[src/rtl/tcsr_pkg.sv]
// Shared types, codes and constants of the connection-slot table
`default_nettype none
package tcsr_pkg;

	localparam int unsigned NUM_SLOTS_DEF = 16;
	localparam int unsigned PADDR_W       = 3;

	localparam logic [15:0] PORT_LOW  = 16'd33000;
	localparam logic [15:0] PORT_HIGH = 16'd63000;

	localparam logic [1:0] REQ_ACTIVE  = 2'd0;
	localparam logic [1:0] REQ_PASSIVE = 2'd1;
	localparam logic [1:0] REQ_RELEASE = 2'd2;

	localparam logic [1:0] ERR_NONE = 2'd0;
	localparam logic [1:0] ERR_FULL = 2'd1;
	localparam logic [1:0] ERR_DUP  = 2'd2;

	typedef logic [1:0] mode_t;
	localparam mode_t MODE_FREE    = 2'd0;
	localparam mode_t MODE_LISTEN  = 2'd1;
	localparam mode_t MODE_SYNSENT = 2'd2;

	typedef struct packed {
		mode_t       mode;
		logic [31:0] lip;
		logic [31:0] rip;
		logic [15:0] lport;
		logic [15:0] rport;
	} entry_t;

	function automatic logic [15:0] port_next(input logic [15:0] p);
		logic [16:0] s;
		s = {1'b0, p} + 17'd1;
		if (s > {1'b0, PORT_HIGH}) begin
			return PORT_LOW;
		end
		return s[15:0];
	endfunction

endpackage
`default_nettype wire

[src/rtl/tcp_connection_slot_register.sv]
// Top level of the connection-slot table: request sequencer, config port, result register
//
// Each request is taken alone; in_stall stays high until its result has been
// loaded into the output register. A release or an unknown request goes from
// idle straight to the done state. An open walks every slot through the single
// read port of the slot memory and one shared tuple/listener compare unit, one
// slot per cycle, in one pass over the table; an active open makes a further
// pass for each candidate port already in use.
// The output register holds a finished result until taken while the next
// request is accepted. All slots are free after reset; no clearing pass is run.
`default_nettype none
module tcp_connection_slot_register
	import tcsr_pkg::*;
#(
	parameter int unsigned NUM_SLOTS = NUM_SLOTS_DEF
) (
	input  wire logic               clk,
	input  wire logic               arst_n,
	input  wire logic               psel,
	input  wire logic               penable,
	input  wire logic               pwrite,
	input  wire logic [PADDR_W-1:0] paddr,
	input  wire logic [31:0]        pwdata,
	output logic [31:0]             prdata,
	output logic                    pready,
	input  wire logic               in_valid,
	output logic                    in_stall,
	input  wire logic [1:0]         req_type,
	input  wire logic [31:0]        addr,
	input  wire logic [15:0]        port_num,
	input  wire logic [3:0]         release_slot,
	output logic                    out_valid,
	input  wire logic               out_stall,
	output logic                    ok,
	output logic [3:0]              slot_index,
	output logic [15:0]             assigned_port,
	output logic [1:0]              error_code
);

	localparam int unsigned SLOT_W = (NUM_SLOTS > 1) ? $clog2(NUM_SLOTS) : 1;
	localparam int unsigned CAND_W = $clog2(NUM_SLOTS + 1);
	localparam logic [SLOT_W-1:0] LAST_IDX = SLOT_W'(NUM_SLOTS - 1);
	localparam logic [CAND_W-1:0] CAND_MAX = CAND_W'(NUM_SLOTS);
	localparam logic [8:0]        SLOT_LIM = 9'(NUM_SLOTS);

	typedef enum logic [2:0] {
		ST_IDLE = 3'b001,
		ST_SCAN = 3'b010,
		ST_DONE = 3'b100
	} state_t;

	state_t              state_q;
	logic [31:0]         local_ip_q;
	logic [15:0]         next_port_q;
	logic [1:0]          req_q;
	logic [31:0]         addr_q;
	logic [15:0]         port_q;
	logic [3:0]          rel_q;
	logic [SLOT_W-1:0]   idx_q;
	logic                issue_q;
	logic                rd_vld_s1;
	logic [SLOT_W-1:0]   idx_s1;
	logic                free_fnd_q;
	logic [SLOT_W-1:0]   free_idx_q;
	logic                hit_q;
	logic                dup_q;
	logic [CAND_W-1:0]   cand_q;
	logic                wr_pend_q;
	logic                rel_pend_q;
	logic                res_ok_q;
	logic [3:0]          res_slot_q;
	logic [1:0]          res_err_q;
	logic                out_valid_q;
	logic                out_ok_q;
	logic [3:0]          out_slot_q;
	logic [15:0]         out_port_q;
	logic [1:0]          out_err_q;

	entry_t              rd_entry;
	entry_t              wr_entry;
	logic                wr_en;
	logic                clr_en;
	logic [SLOT_W-1:0]   clr_idx;
	logic [SLOT_W+3:0]   rel_ext;
	logic [SLOT_W+3:0]   sel_ext;
	logic                cur_free;
	logic                cur_hit;
	logic                cur_dup;
	logic                any_free;
	logic                any_hit;
	logic                any_dup;
	logic [SLOT_W-1:0]   sel_free;
	logic                last;
	logic                in_xfer;
	logic                out_free;
	logic                load_out;
	logic                cfg_wr;
	logic                rel_ok;

	assign pready   = 1'b1;
	assign cfg_wr   = psel && penable && pwrite && pready;
	assign prdata   = paddr[2] ? 32'd0 : local_ip_q;

	assign in_stall = (state_q != ST_IDLE);
	assign in_xfer  = in_valid && !in_stall;
	assign out_free = !out_valid_q || !out_stall;
	assign load_out = (state_q == ST_DONE) && out_free;

	assign rel_ok   = ({5'd0, release_slot} < SLOT_LIM);

	assign cur_free = (rd_entry.mode == MODE_FREE);
	assign cur_hit  = !cur_free && (rd_entry.lip == local_ip_q) && (rd_entry.rip == addr_q) &&
		(rd_entry.lport == next_port_q) && (rd_entry.rport == port_q);
	assign cur_dup  = (rd_entry.mode == MODE_LISTEN) && (rd_entry.lip == addr_q) &&
		(rd_entry.lport == port_q);

	assign any_free = free_fnd_q || (rd_vld_s1 && cur_free);
	assign any_hit  = hit_q || (rd_vld_s1 && cur_hit);
	assign any_dup  = dup_q || (rd_vld_s1 && cur_dup);
	assign sel_free = free_fnd_q ? free_idx_q : idx_s1;
	assign last     = (state_q == ST_SCAN) && rd_vld_s1 && (idx_s1 == LAST_IDX);
	assign sel_ext  = {4'd0, sel_free};

	assign wr_en    = load_out && wr_pend_q;
	assign clr_en   = load_out && rel_pend_q;
	assign rel_ext  = {{SLOT_W{1'b0}}, rel_q};
	assign clr_idx  = rel_ext[SLOT_W-1:0];

	always_comb begin
		if (req_q == REQ_ACTIVE) begin
			wr_entry = '{mode: MODE_SYNSENT, lip: local_ip_q, rip: addr_q,
				lport: next_port_q, rport: port_q};
		end else begin
			wr_entry = '{mode: MODE_LISTEN, lip: addr_q, rip: 32'd0,
				lport: port_q, rport: 16'd0};
		end
	end

	tcsr_table #(
		.NUM_SLOTS (NUM_SLOTS),
		.SLOT_W    (SLOT_W)
	) u_table (
		.clk      (clk),
		.arst_n   (arst_n),
		.rd_idx   (idx_q),
		.rd_entry (rd_entry),
		.wr_en    (wr_en),
		.wr_idx   (free_idx_q),
		.wr_entry (wr_entry),
		.clr_en   (clr_en),
		.clr_idx  (clr_idx)
	);

	always_ff @(posedge clk or negedge arst_n) begin
		if (!arst_n) begin
			state_q     <= ST_IDLE;
			local_ip_q  <= 32'd0;
			next_port_q <= PORT_LOW;
			issue_q     <= 1'b0;
			rd_vld_s1   <= 1'b0;
			free_fnd_q  <= 1'b0;
			hit_q       <= 1'b0;
			dup_q       <= 1'b0;
			cand_q      <= '0;
			wr_pend_q   <= 1'b0;
			rel_pend_q  <= 1'b0;
			out_valid_q <= 1'b0;
		end else begin
			if (cfg_wr && !paddr[2]) begin
				local_ip_q <= pwdata;
			end
			if (out_valid_q && !out_stall) begin
				out_valid_q <= 1'b0;
			end
			rd_vld_s1 <= issue_q;
			unique case (state_q)
				ST_IDLE: begin
					if (in_xfer) begin
						free_fnd_q <= 1'b0;
						hit_q      <= 1'b0;
						dup_q      <= 1'b0;
						cand_q     <= '0;
						if (req_type == REQ_ACTIVE || req_type == REQ_PASSIVE) begin
							issue_q <= 1'b1;
							state_q <= ST_SCAN;
						end else begin
							rel_pend_q <= (req_type == REQ_RELEASE) && rel_ok;
							state_q    <= ST_DONE;
						end
					end
				end
				ST_SCAN: begin
					if (issue_q && idx_q == LAST_IDX) begin
						issue_q <= 1'b0;
					end
					if (rd_vld_s1) begin
						free_fnd_q <= any_free;
						hit_q      <= any_hit;
						dup_q      <= any_dup;
					end
					if (last) begin
						priority if (!any_free) begin
							state_q <= ST_DONE;
						end else if (req_q == REQ_PASSIVE) begin
							wr_pend_q <= !any_dup;
							state_q   <= ST_DONE;
						end else if (!any_hit) begin
							wr_pend_q <= 1'b1;
							state_q   <= ST_DONE;
						end else begin
							next_port_q <= port_next(next_port_q);
							cand_q      <= cand_q + 1'b1;
							hit_q       <= 1'b0;
							dup_q       <= 1'b0;
							if (cand_q == CAND_MAX) begin
								wr_pend_q <= 1'b1;
								state_q   <= ST_DONE;
							end else begin
								issue_q <= 1'b1;
							end
						end
					end
				end
				ST_DONE: begin
					if (out_free) begin
						out_valid_q <= 1'b1;
						wr_pend_q   <= 1'b0;
						rel_pend_q  <= 1'b0;
						state_q     <= ST_IDLE;
						if (wr_pend_q && req_q == REQ_ACTIVE) begin
							next_port_q <= port_next(next_port_q);
						end
					end
				end
				default: begin
					state_q <= ST_IDLE;
				end
			endcase
		end
	end

	always_ff @(posedge clk) begin
		if (in_xfer) begin
			req_q      <= req_type;
			addr_q     <= addr;
			port_q     <= port_num;
			rel_q      <= release_slot;
			idx_q      <= '0;
			res_ok_q   <= (req_type == REQ_RELEASE) && rel_ok;
			res_slot_q <= (req_type == REQ_RELEASE) ? release_slot : 4'd0;
			res_err_q  <= ERR_NONE;
		end
		if (issue_q) begin
			idx_q <= idx_q + 1'b1;
		end
		if (last && any_hit && any_free && req_q == REQ_ACTIVE && cand_q != CAND_MAX) begin
			idx_q <= '0;
		end
		idx_s1 <= idx_q;
		if (rd_vld_s1) begin
			free_idx_q <= sel_free;
		end
		if (last) begin
			priority if (!any_free) begin
				res_err_q <= ERR_FULL;
			end else if (req_q == REQ_PASSIVE && any_dup) begin
				res_err_q <= ERR_DUP;
			end else if (req_q == REQ_PASSIVE || !any_hit || cand_q == CAND_MAX) begin
				res_ok_q   <= 1'b1;
				res_slot_q <= sel_ext[3:0];
			end else begin
				res_ok_q <= 1'b0;
			end
		end
		if (load_out) begin
			out_ok_q   <= res_ok_q;
			out_slot_q <= res_slot_q;
			out_err_q  <= res_err_q;
			out_port_q <= (wr_pend_q && req_q == REQ_ACTIVE) ? next_port_q : 16'd0;
		end
	end

	assign out_valid     = out_valid_q;
	assign ok            = out_ok_q;
	assign slot_index    = out_slot_q;
	assign assigned_port = out_port_q;
	assign error_code    = out_err_q;

endmodule
`default_nettype wire

[src/rtl/tcsr_table.sv]
// Slot memory with per-slot occupancy bits and one registered read port
`default_nettype none
module tcsr_table
	import tcsr_pkg::*;
#(
	parameter int unsigned NUM_SLOTS = NUM_SLOTS_DEF,
	parameter int unsigned SLOT_W    = (NUM_SLOTS > 1) ? $clog2(NUM_SLOTS) : 1
) (
	input  wire logic              clk,
	input  wire logic              arst_n,
	input  wire logic [SLOT_W-1:0] rd_idx,
	output entry_t                 rd_entry,
	input  wire logic              wr_en,
	input  wire logic [SLOT_W-1:0] wr_idx,
	input  wire entry_t            wr_entry,
	input  wire logic              clr_en,
	input  wire logic [SLOT_W-1:0] clr_idx
);

	entry_t                 mem [NUM_SLOTS];
	entry_t                 rd_data_q;
	logic                   rd_occ_q;
	logic [NUM_SLOTS-1:0]   occ_q;

	always_ff @(posedge clk) begin
		if (wr_en) begin
			mem[wr_idx] <= wr_entry;
		end
		rd_data_q <= mem[rd_idx];
	end

	always_ff @(posedge clk or negedge arst_n) begin
		if (!arst_n) begin
			occ_q    <= '0;
			rd_occ_q <= 1'b0;
		end else begin
			rd_occ_q <= occ_q[rd_idx];
			if (wr_en) begin
				occ_q[wr_idx] <= 1'b1;
			end
			if (clr_en) begin
				occ_q[clr_idx] <= 1'b0;
			end
		end
	end

	assign rd_entry = rd_occ_q ? rd_data_q : '0;

endmodule
`default_nettype wire

[config.mk]
export PLATFORM = sky130hd
export DESIGN_NAME = tcp_connection_slot_register
export DESIGN_NICKNAME = d
export VERILOG_FILES = /design/src/rtl/tcsr_pkg.sv /design/src/rtl/tcp_connection_slot_register.sv /design/src/rtl/tcsr_table.sv
export SDC_FILE = /design/constraint.sdc
export NUM_CORES = 2
export LEC_CHECK = 0
export BUFFER_PORTS_ARGS = -buffer_cell sky130_fd_sc_hd__clkbuf_2
export CAP_MARGIN = 15
export CORE_ASPECT_RATIO = 0.7
export CORE_UTILIZATION = 35
export CTS_CLUSTER_DIAMETER = 30
export DETAILED_ROUTE_END_ITERATION = 6
export PLACE_DENSITY = 0.53
export REMOVE_ABC_BUFFERS = 1
export SKIP_LAST_GASP = 1
export SYNTH_ARGS = -nofsm -noshare
export SYNTH_HDL_FRONTEND = slang
export SYNTH_SLANG_ARGS = --single-unit
[constraint.sdc]
create_clock -name clk -period 9 [get_ports clk]
set_clock_uncertainty 0.1 [all_clocks]
set_input_delay 1.35 -clock clk [delete_from_list [all_inputs] [get_ports clk]]
set_output_delay 1.35 -clock clk [all_outputs]
set_load 0.01 [all_outputs]
**Word-level counts from Yosys, hierarchy flattened**

Memory sizes are Yosys's and may differ from the RTL's. A register that Yosys moved wholly into a read port is not among the register bits.
Index checks and enable logic that the tools add are counted.

- Register bits after elaboration: 177
- Bits in writable memories: 1,568
- Bits of input ports: 96
- Output and inout port bits: 58
- Word-level logic and storage cells: 230
- Memories: 1

Memories:

| memory | depth | bits a word | read ports | clocked after memory_dff | write ports | line | text |
|---|---|---|---|---|---|---|---|
| u_table.mem | 16 | 98 | 1 | 1 | 1 | tcsr_table.sv:20 | `entry_t mem [NUM_SLOTS];` |

- $add $sub $neg: 3
- $lt $le $gt $ge: 6
- Equality and inequality tests: 30
- Mux-type cells: 102
- Bitwise logic cells: 3
- Reduce and logical (&&, ||, !) cells: 57

Operators by type and width:

| cell | number |
|---|---|
| 98-bit 2-to-1 mux | 2 |
| 16-bit 2-to-1 mux | 11 |
| 32-bit equality test | 3 |
| 1-bit 2-to-1 mux | 50 |
| 16-bit equality test | 3 |
| 4-bit 2-to-1 mux | 9 |
| 32-bit 2-to-1 mux | 1 |
| 16-bit one-hot mux with 2 select lines | 1 |
| 1-bit logical AND | 28 |
| 5-bit 2-to-1 mux | 5 |
| 3-bit 2-to-1 mux | 8 |
| 2-bit != test (second input constant) | 9 |
| 16-bit by 1-bit adder with 17-bit output (second input constant) | 1 |
| 17-bit by 16-bit greater-than comparator with 1-bit output (second input constant) | 1 |
| 16-bit AND | 1 |
| 16-bit inverter | 1 |
| 16-bit bitwise OR | 1 |
| 4-bit by 5-bit less-than comparator with 1-bit output (second input constant) | 3 |
| 1-bit one-hot mux with 2 select lines | 6 |
| 5-bit one-hot mux with 2 select lines | 1 |
| 3-bit one-hot mux with 3 select lines | 1 |
| 1-bit demux with 4-bit select | 2 |
| 4-bit equality test (second input constant) | 2 |
| 4-bit by 1-bit greater-or-equal comparator with 1-bit output (second input constant) | 2 |
| other kinds (25) | 49 |

**Longest topological paths before layout**

- Depth after elaboration: 20
- Gate-level depth with buffers: 12
- Depth with buffers taken out: 9

**By module**

A second synthesis with hierarchy kept.

- Cells, all modules: 3,502
- Area, all modules: 70,970.6 sq um

Modules (own cells, without submodules):

| module | times used | cells each | area an instance (sq um) | sequential area each (sq um) |
|---|---|---|---|---|
| tcsr_table | 1 | 2,669 | 61,885.6 | 49,472.4 |
| tcp_connection_slot_register | 1 | 833 | 9,085.0 | 4,341.7 |

**Worst setup path before layout**

No wires, ideal clock.

- Path kind: in2reg
- From: input out_stall
- To: memory u_table.mem[0][0] (netlist name) (enable)
- Setup time: 677 ps
- Arrival: 9,530 ps
- Required time: 8,223 ps
- Setup slack: -1,307 ps
- Cell stages on the path: 5
- Path buffers: 1
- Cell sequence: a21oi_1 clkbuf_1 nand2_1 or3_1 nor3_1

- Cells in the longest elaborated chain, start to end: 6

Ends and longest elaborated chain:

| element | line | text |
|---|---|---|
| start: declaration | tcp_connection_slot_register.sv:33 | `input wire logic out_stall,` |
| 1-bit logical NOT | tcp_connection_slot_register.sv:106 | `assign out_free = !out_valid_q \|\| !out_stall;` |
| 1-bit logical OR | tcp_connection_slot_register.sv:106 |  |
| 1-bit logical AND | tcp_connection_slot_register.sv:107 | `assign load_out = (state_q == ST_DONE) && out_free;` |
| net load_out | tcp_connection_slot_register.sv:96 | `logic load_out;` |
| 1-bit logical AND | tcp_connection_slot_register.sv:124 | `assign wr_en = load_out && wr_pend_q;` |
| 1-bit 2-to-1 mux | tcsr_table.sv:26 | `if (wr_en) begin` |
| 1-bit 2-to-1 mux (implied by the code) | tcsr_table.sv:27 | `mem[wr_idx] <= wr_entry;` |
| end: declaration | tcsr_table.sv:20 |  |

The timed path passes the listed nets, and every way through them passes these cells.

**Worst setup path in the final report**

- From: register u_table.rd_occ_q
- To: register next_port_q[11]

- Cells in the longest elaborated chain, start to end: 11
- Elaborated cells on any way between the ends: 18
- Classes of those cells: 6 x eq/ne; 1 x mux; 11 x reduce/logical

Ends and longest elaborated chain:

| element | line | text |
|---|---|---|
| start: declaration | tcsr_table.sv:22 | `logic rd_occ_q;` |
| start signal: assignment | tcsr_table.sv:37 | `rd_occ_q <= occ_q[rd_idx];` |
| 98-bit 2-to-1 mux * | tcsr_table.sv:47 | `assign rd_entry = rd_occ_q ? rd_data_q : '0;` |
| branches (longest 9 deep; another with 32-bit equality test) | n/a |  |
| 7-bit AND reduction (no source line) * | n/a |  |
| end signal: assignment | tcp_connection_slot_register.sv:211 | `next_port_q <= port_next(next_port_q);` |
| end signal: assignment | tcp_connection_slot_register.sv:231 | `next_port_q <= port_next(next_port_q);` |
| end: declaration | tcp_connection_slot_register.sv:54 | `logic [15:0] next_port_q;` |

Mark *: on every way between the ends.
A chain may end at the register's enable or synchronous reset.

==> summary.txt <==
Post-synth top flop: edfxtp_1
TNS Setup: 0 ns
First-pass DRT Iterations: 5
Gp weighted congestion: 0.8661
CTS root buffer: clkbuf_16
Postcts setup bufs: 0
Sequential-to-total area share from yosys stat: 74.62%
Yosys warns: 0
CTS tree: done
Pwr per Cell Area: 336.7 nW/µm²
CTS HTree Levels: 5
Post-Synth Adder-Cell Area: 0.08675%
I/O pin count: 154
# DRC: 0
Fillcell total: 17,600
Clock latency at the later pin of the worst-skew pair: 0.85 ns
Vias in the first global route: 38,040
Actual slew at the worst max-slew pin: 1.153 ns
Placed Cells incl. Taps: 6,297
F_max: 0.1790 GHz
Max-slew headroom: 22.52%
Mapped cell area: 72,110 µm²
Setup CP Type: register to register
Final ANT Viol Nets: 0
Util after Layout: 43.37%
RSZ-0062 raised after global routing: no
DP Area: 76,590 µm²
Multi-input logic area: 17,510 µm²
CP startpoint kind: register
GRT Util Overall: 20.02%
Finished layout cell area: 88,210 µm²
First-pass GRT wire length: 294,600 µm
Leak: 29.36 nW
Asr flop ratio synth: 4.395%
Post-synthesis mux area share: 16.63%
Syn avg cell area: 20.52 µm²
Worst endpoint data arrival time: 6.17 ns
Post-CTS Hold Buffers: 0
Starting Density: 35.45%
Clock transition at path regs: 0.05 ns
Largest net degree at the start of global routing: 124
Initial DRC count: 4,438
IO Port Bufs: 150
VDD IR-drop max: 0.0002358 V
Die Area: 207,900 µm²
Complex-gate fraction of the synthesized area: 2.816%
Layout cells sized above 1: 33.75%
Setup-failing EPs final: 0
WL/cell: 30.02 µm
Area occupied by registers: 53,830 µm²
Rows: 138
Final Hold Viols: 0
Final layout net count: 4,011
Die Y: 381.8 µm
Syn Inst Count: 3,514
Initial antenna violation count: 13
Final Non-Filler Cells: 6,933
Largest family of logic cells by synthesized area: multiplexers
Post-DR vias/cell: 5.487
Core area: 203,400 µm²
CTS sink cnt: 1,843
Gr ovfl total: 0
Clock buffer count from CTS: 340
Synth Register Bits: 1,843
EDFF count, synth: 1,649
Crit path required time: 9.58 ns
Max Slew Vio Count: 0
Total Wirelength: 208,100 µm
Fin crit period: 5.587 ns
Final Power: 0.02970 W
Worst Hold Class: register to register
Area grow syn2layout: 22.32%
Tcrit/Tclk final: 62.08%
CTS resizes: 0
Status: finished clean
Synth Area in Simple Gates: 3.869%
Routed vias: 38,040
Max cap viols: 0
CP endpoint kind: register
Synth Area in XOR/XNOR: 0.6923%
Post-DP HPWL: 111,800 µm
Maximum clock insertion buffer count: 4
Crit path max fanout: 51
Die X: 544.5 µm
Distinct cells, synth: 79
stage by stage:
stage | setup WS, ns | hold slack (ns)
after floorplan | -8.669 | 0.3081
after global placement | 3.621 | 0.3280
final | 3.413 | 0.3346
after CTS | 3.629 | 0.3375
after detailed placement | 3.631 | 0.3282
after global routing | 3.389 | 0.3357
cell families (layout without fill, tap and decap cells):
family | after synthesis | after routing
xor gates and xnor gates | 57 | 57
AOI/OAI and AO/OA | 300 | 300
and+or+nand+nor | 504 | 504
buffers and inverters | 233 | 915
muxes | 571 | 571
DFF | 1843 | 1843
other | 1 | 8
adders and majority gates | 5 | 5
final timing paths:
| kind | start | end | slack [ns] | cells past startpoint |
|---|---|---|---|---|
| worst min register to register | res_slot_q[1]$_DFF_P_ | slot_index[1]$_DFFE_PP_ | 0.33 | 0 |
| max in group asynchronous | arst_n | local_ip_q[0]$_DFFE_PN0P_ | 6.97 | 2 |
| min in group asynchronous | arst_n | local_ip_q[30]$_DFFE_PN0P_ | 0.55 | 1 |
| worst max-delay path | u_table.rd_occ_q$_DFF_PN0_ | next_port_q[11]$_DFFE_PN0P_ | 3.41 | 8 |
| worst min-delay path | res_slot_q[1]$_DFF_P_ | slot_index[1]$_DFFE_PP_ | 0.33 | 0 |
| worst max register to register | u_table.rd_occ_q$_DFF_PN0_ | next_port_q[11]$_DFFE_PN0P_ | 3.41 | 8 |
Yosys cell counts (22+ instances only):
cell         n  area [µm²]
nor2b_1     56       350.3
edfxtp_1  1649       49520
clkbuf_1   150       563.0
mux2_2      68       765.7
xor2_1      26       227.7
and2_1      38       237.7
nor4bb_1    25       250.2
o22ai_1     26       162.7
and3_1      27       168.9
buf_1       25       93.84
o21ai_0     77       385.4
dfxtp_1    113        2262
nand4b_1    24       210.2
dfrtp_1     75        1877
nor2_1     124       465.5
a21oi_1     47       235.2
mux4_2     495       11150
inv_1       39       146.4
nand3_1     43       215.2
a31oi_1     36       225.2
nand2b_1    22       137.6
xnor2_1     31       271.5
nand2_1     67       251.5
registers in the layout, summed over array words and instances (netlist names), 2 cells and up:
register and flops:
res_slot_q 4, assigned_port 16, u_table.rd_data_q 98, clr_idx 4, u_table.mem 1568, next_port_q 16
u_table.occ_q 16, local_ip_q 32, port_q 16, cand_q 5, res_err_q 2, state_q 3
addr_q 32, idx_s1 4, req_q 2, free_idx_q 4, idx_q 4, slot_index 4
error_code 2
power breakdown:
part           internal, W  leakage (nW)  switching, W
Sequential          0.0102          17.0      0.000985
Clock              0.00830          5.60       0.00448
Combinational      0.00272          6.76       0.00296
cells in the final DEF, fill, tap and decap left out, drive strengths merged, types with 27 or more instances in the layout:
cell,Yosys,final
bufinv,0,34
o21ai,77,77
clkinvlp,0,35
buf,41,98
clkinv,1,107
edfxtp,1649,1649
nand2,67,67
clkbuf,151,554
and3,27,27
a21oi,47,47
nand3,43,43
inv,40,87
mux2,69,69
xnor2,31,31
dfxtp,113,113
and2,38,38
nor2b,56,56
mux4,495,495
a31oi,38,38
nor2,124,124
dfrtp,75,75
worst max-delay path: stages (launching register included):
cell	delay, ns
dfrtp_4	0.85
clkinv_1	0.57
buf_4	0.47
a2bb2oi_1	0.21
nor4_1	0.89
nand4_1	0.60
o31a_1	0.70
a21oi_1	0.77
o221ai_1	0.19
area by class of cell:
type,count,share of cell area [%]
diodes,7,0.01986
clock buffers,406,10.35
clock inverters,222,2.803
inverters,41,0.1801
multi-input cells,1438,19.85
flip-flops and latches,1843,61.03
well taps,2730,3.872
repair buffers,246,1.895
routing by layer:
metal,part of all wire [%],global-route usage [%],wire [µm],vias up
li1,-,-,-,15600
met1,46,30.61,95430,20580
met2,44,29.24,92440,1602
met3,8.1,4.143,16770,260
met4,1.7,4.365,3458,0
met5,0,0,0,-
(Power assumes the default switching activity.)
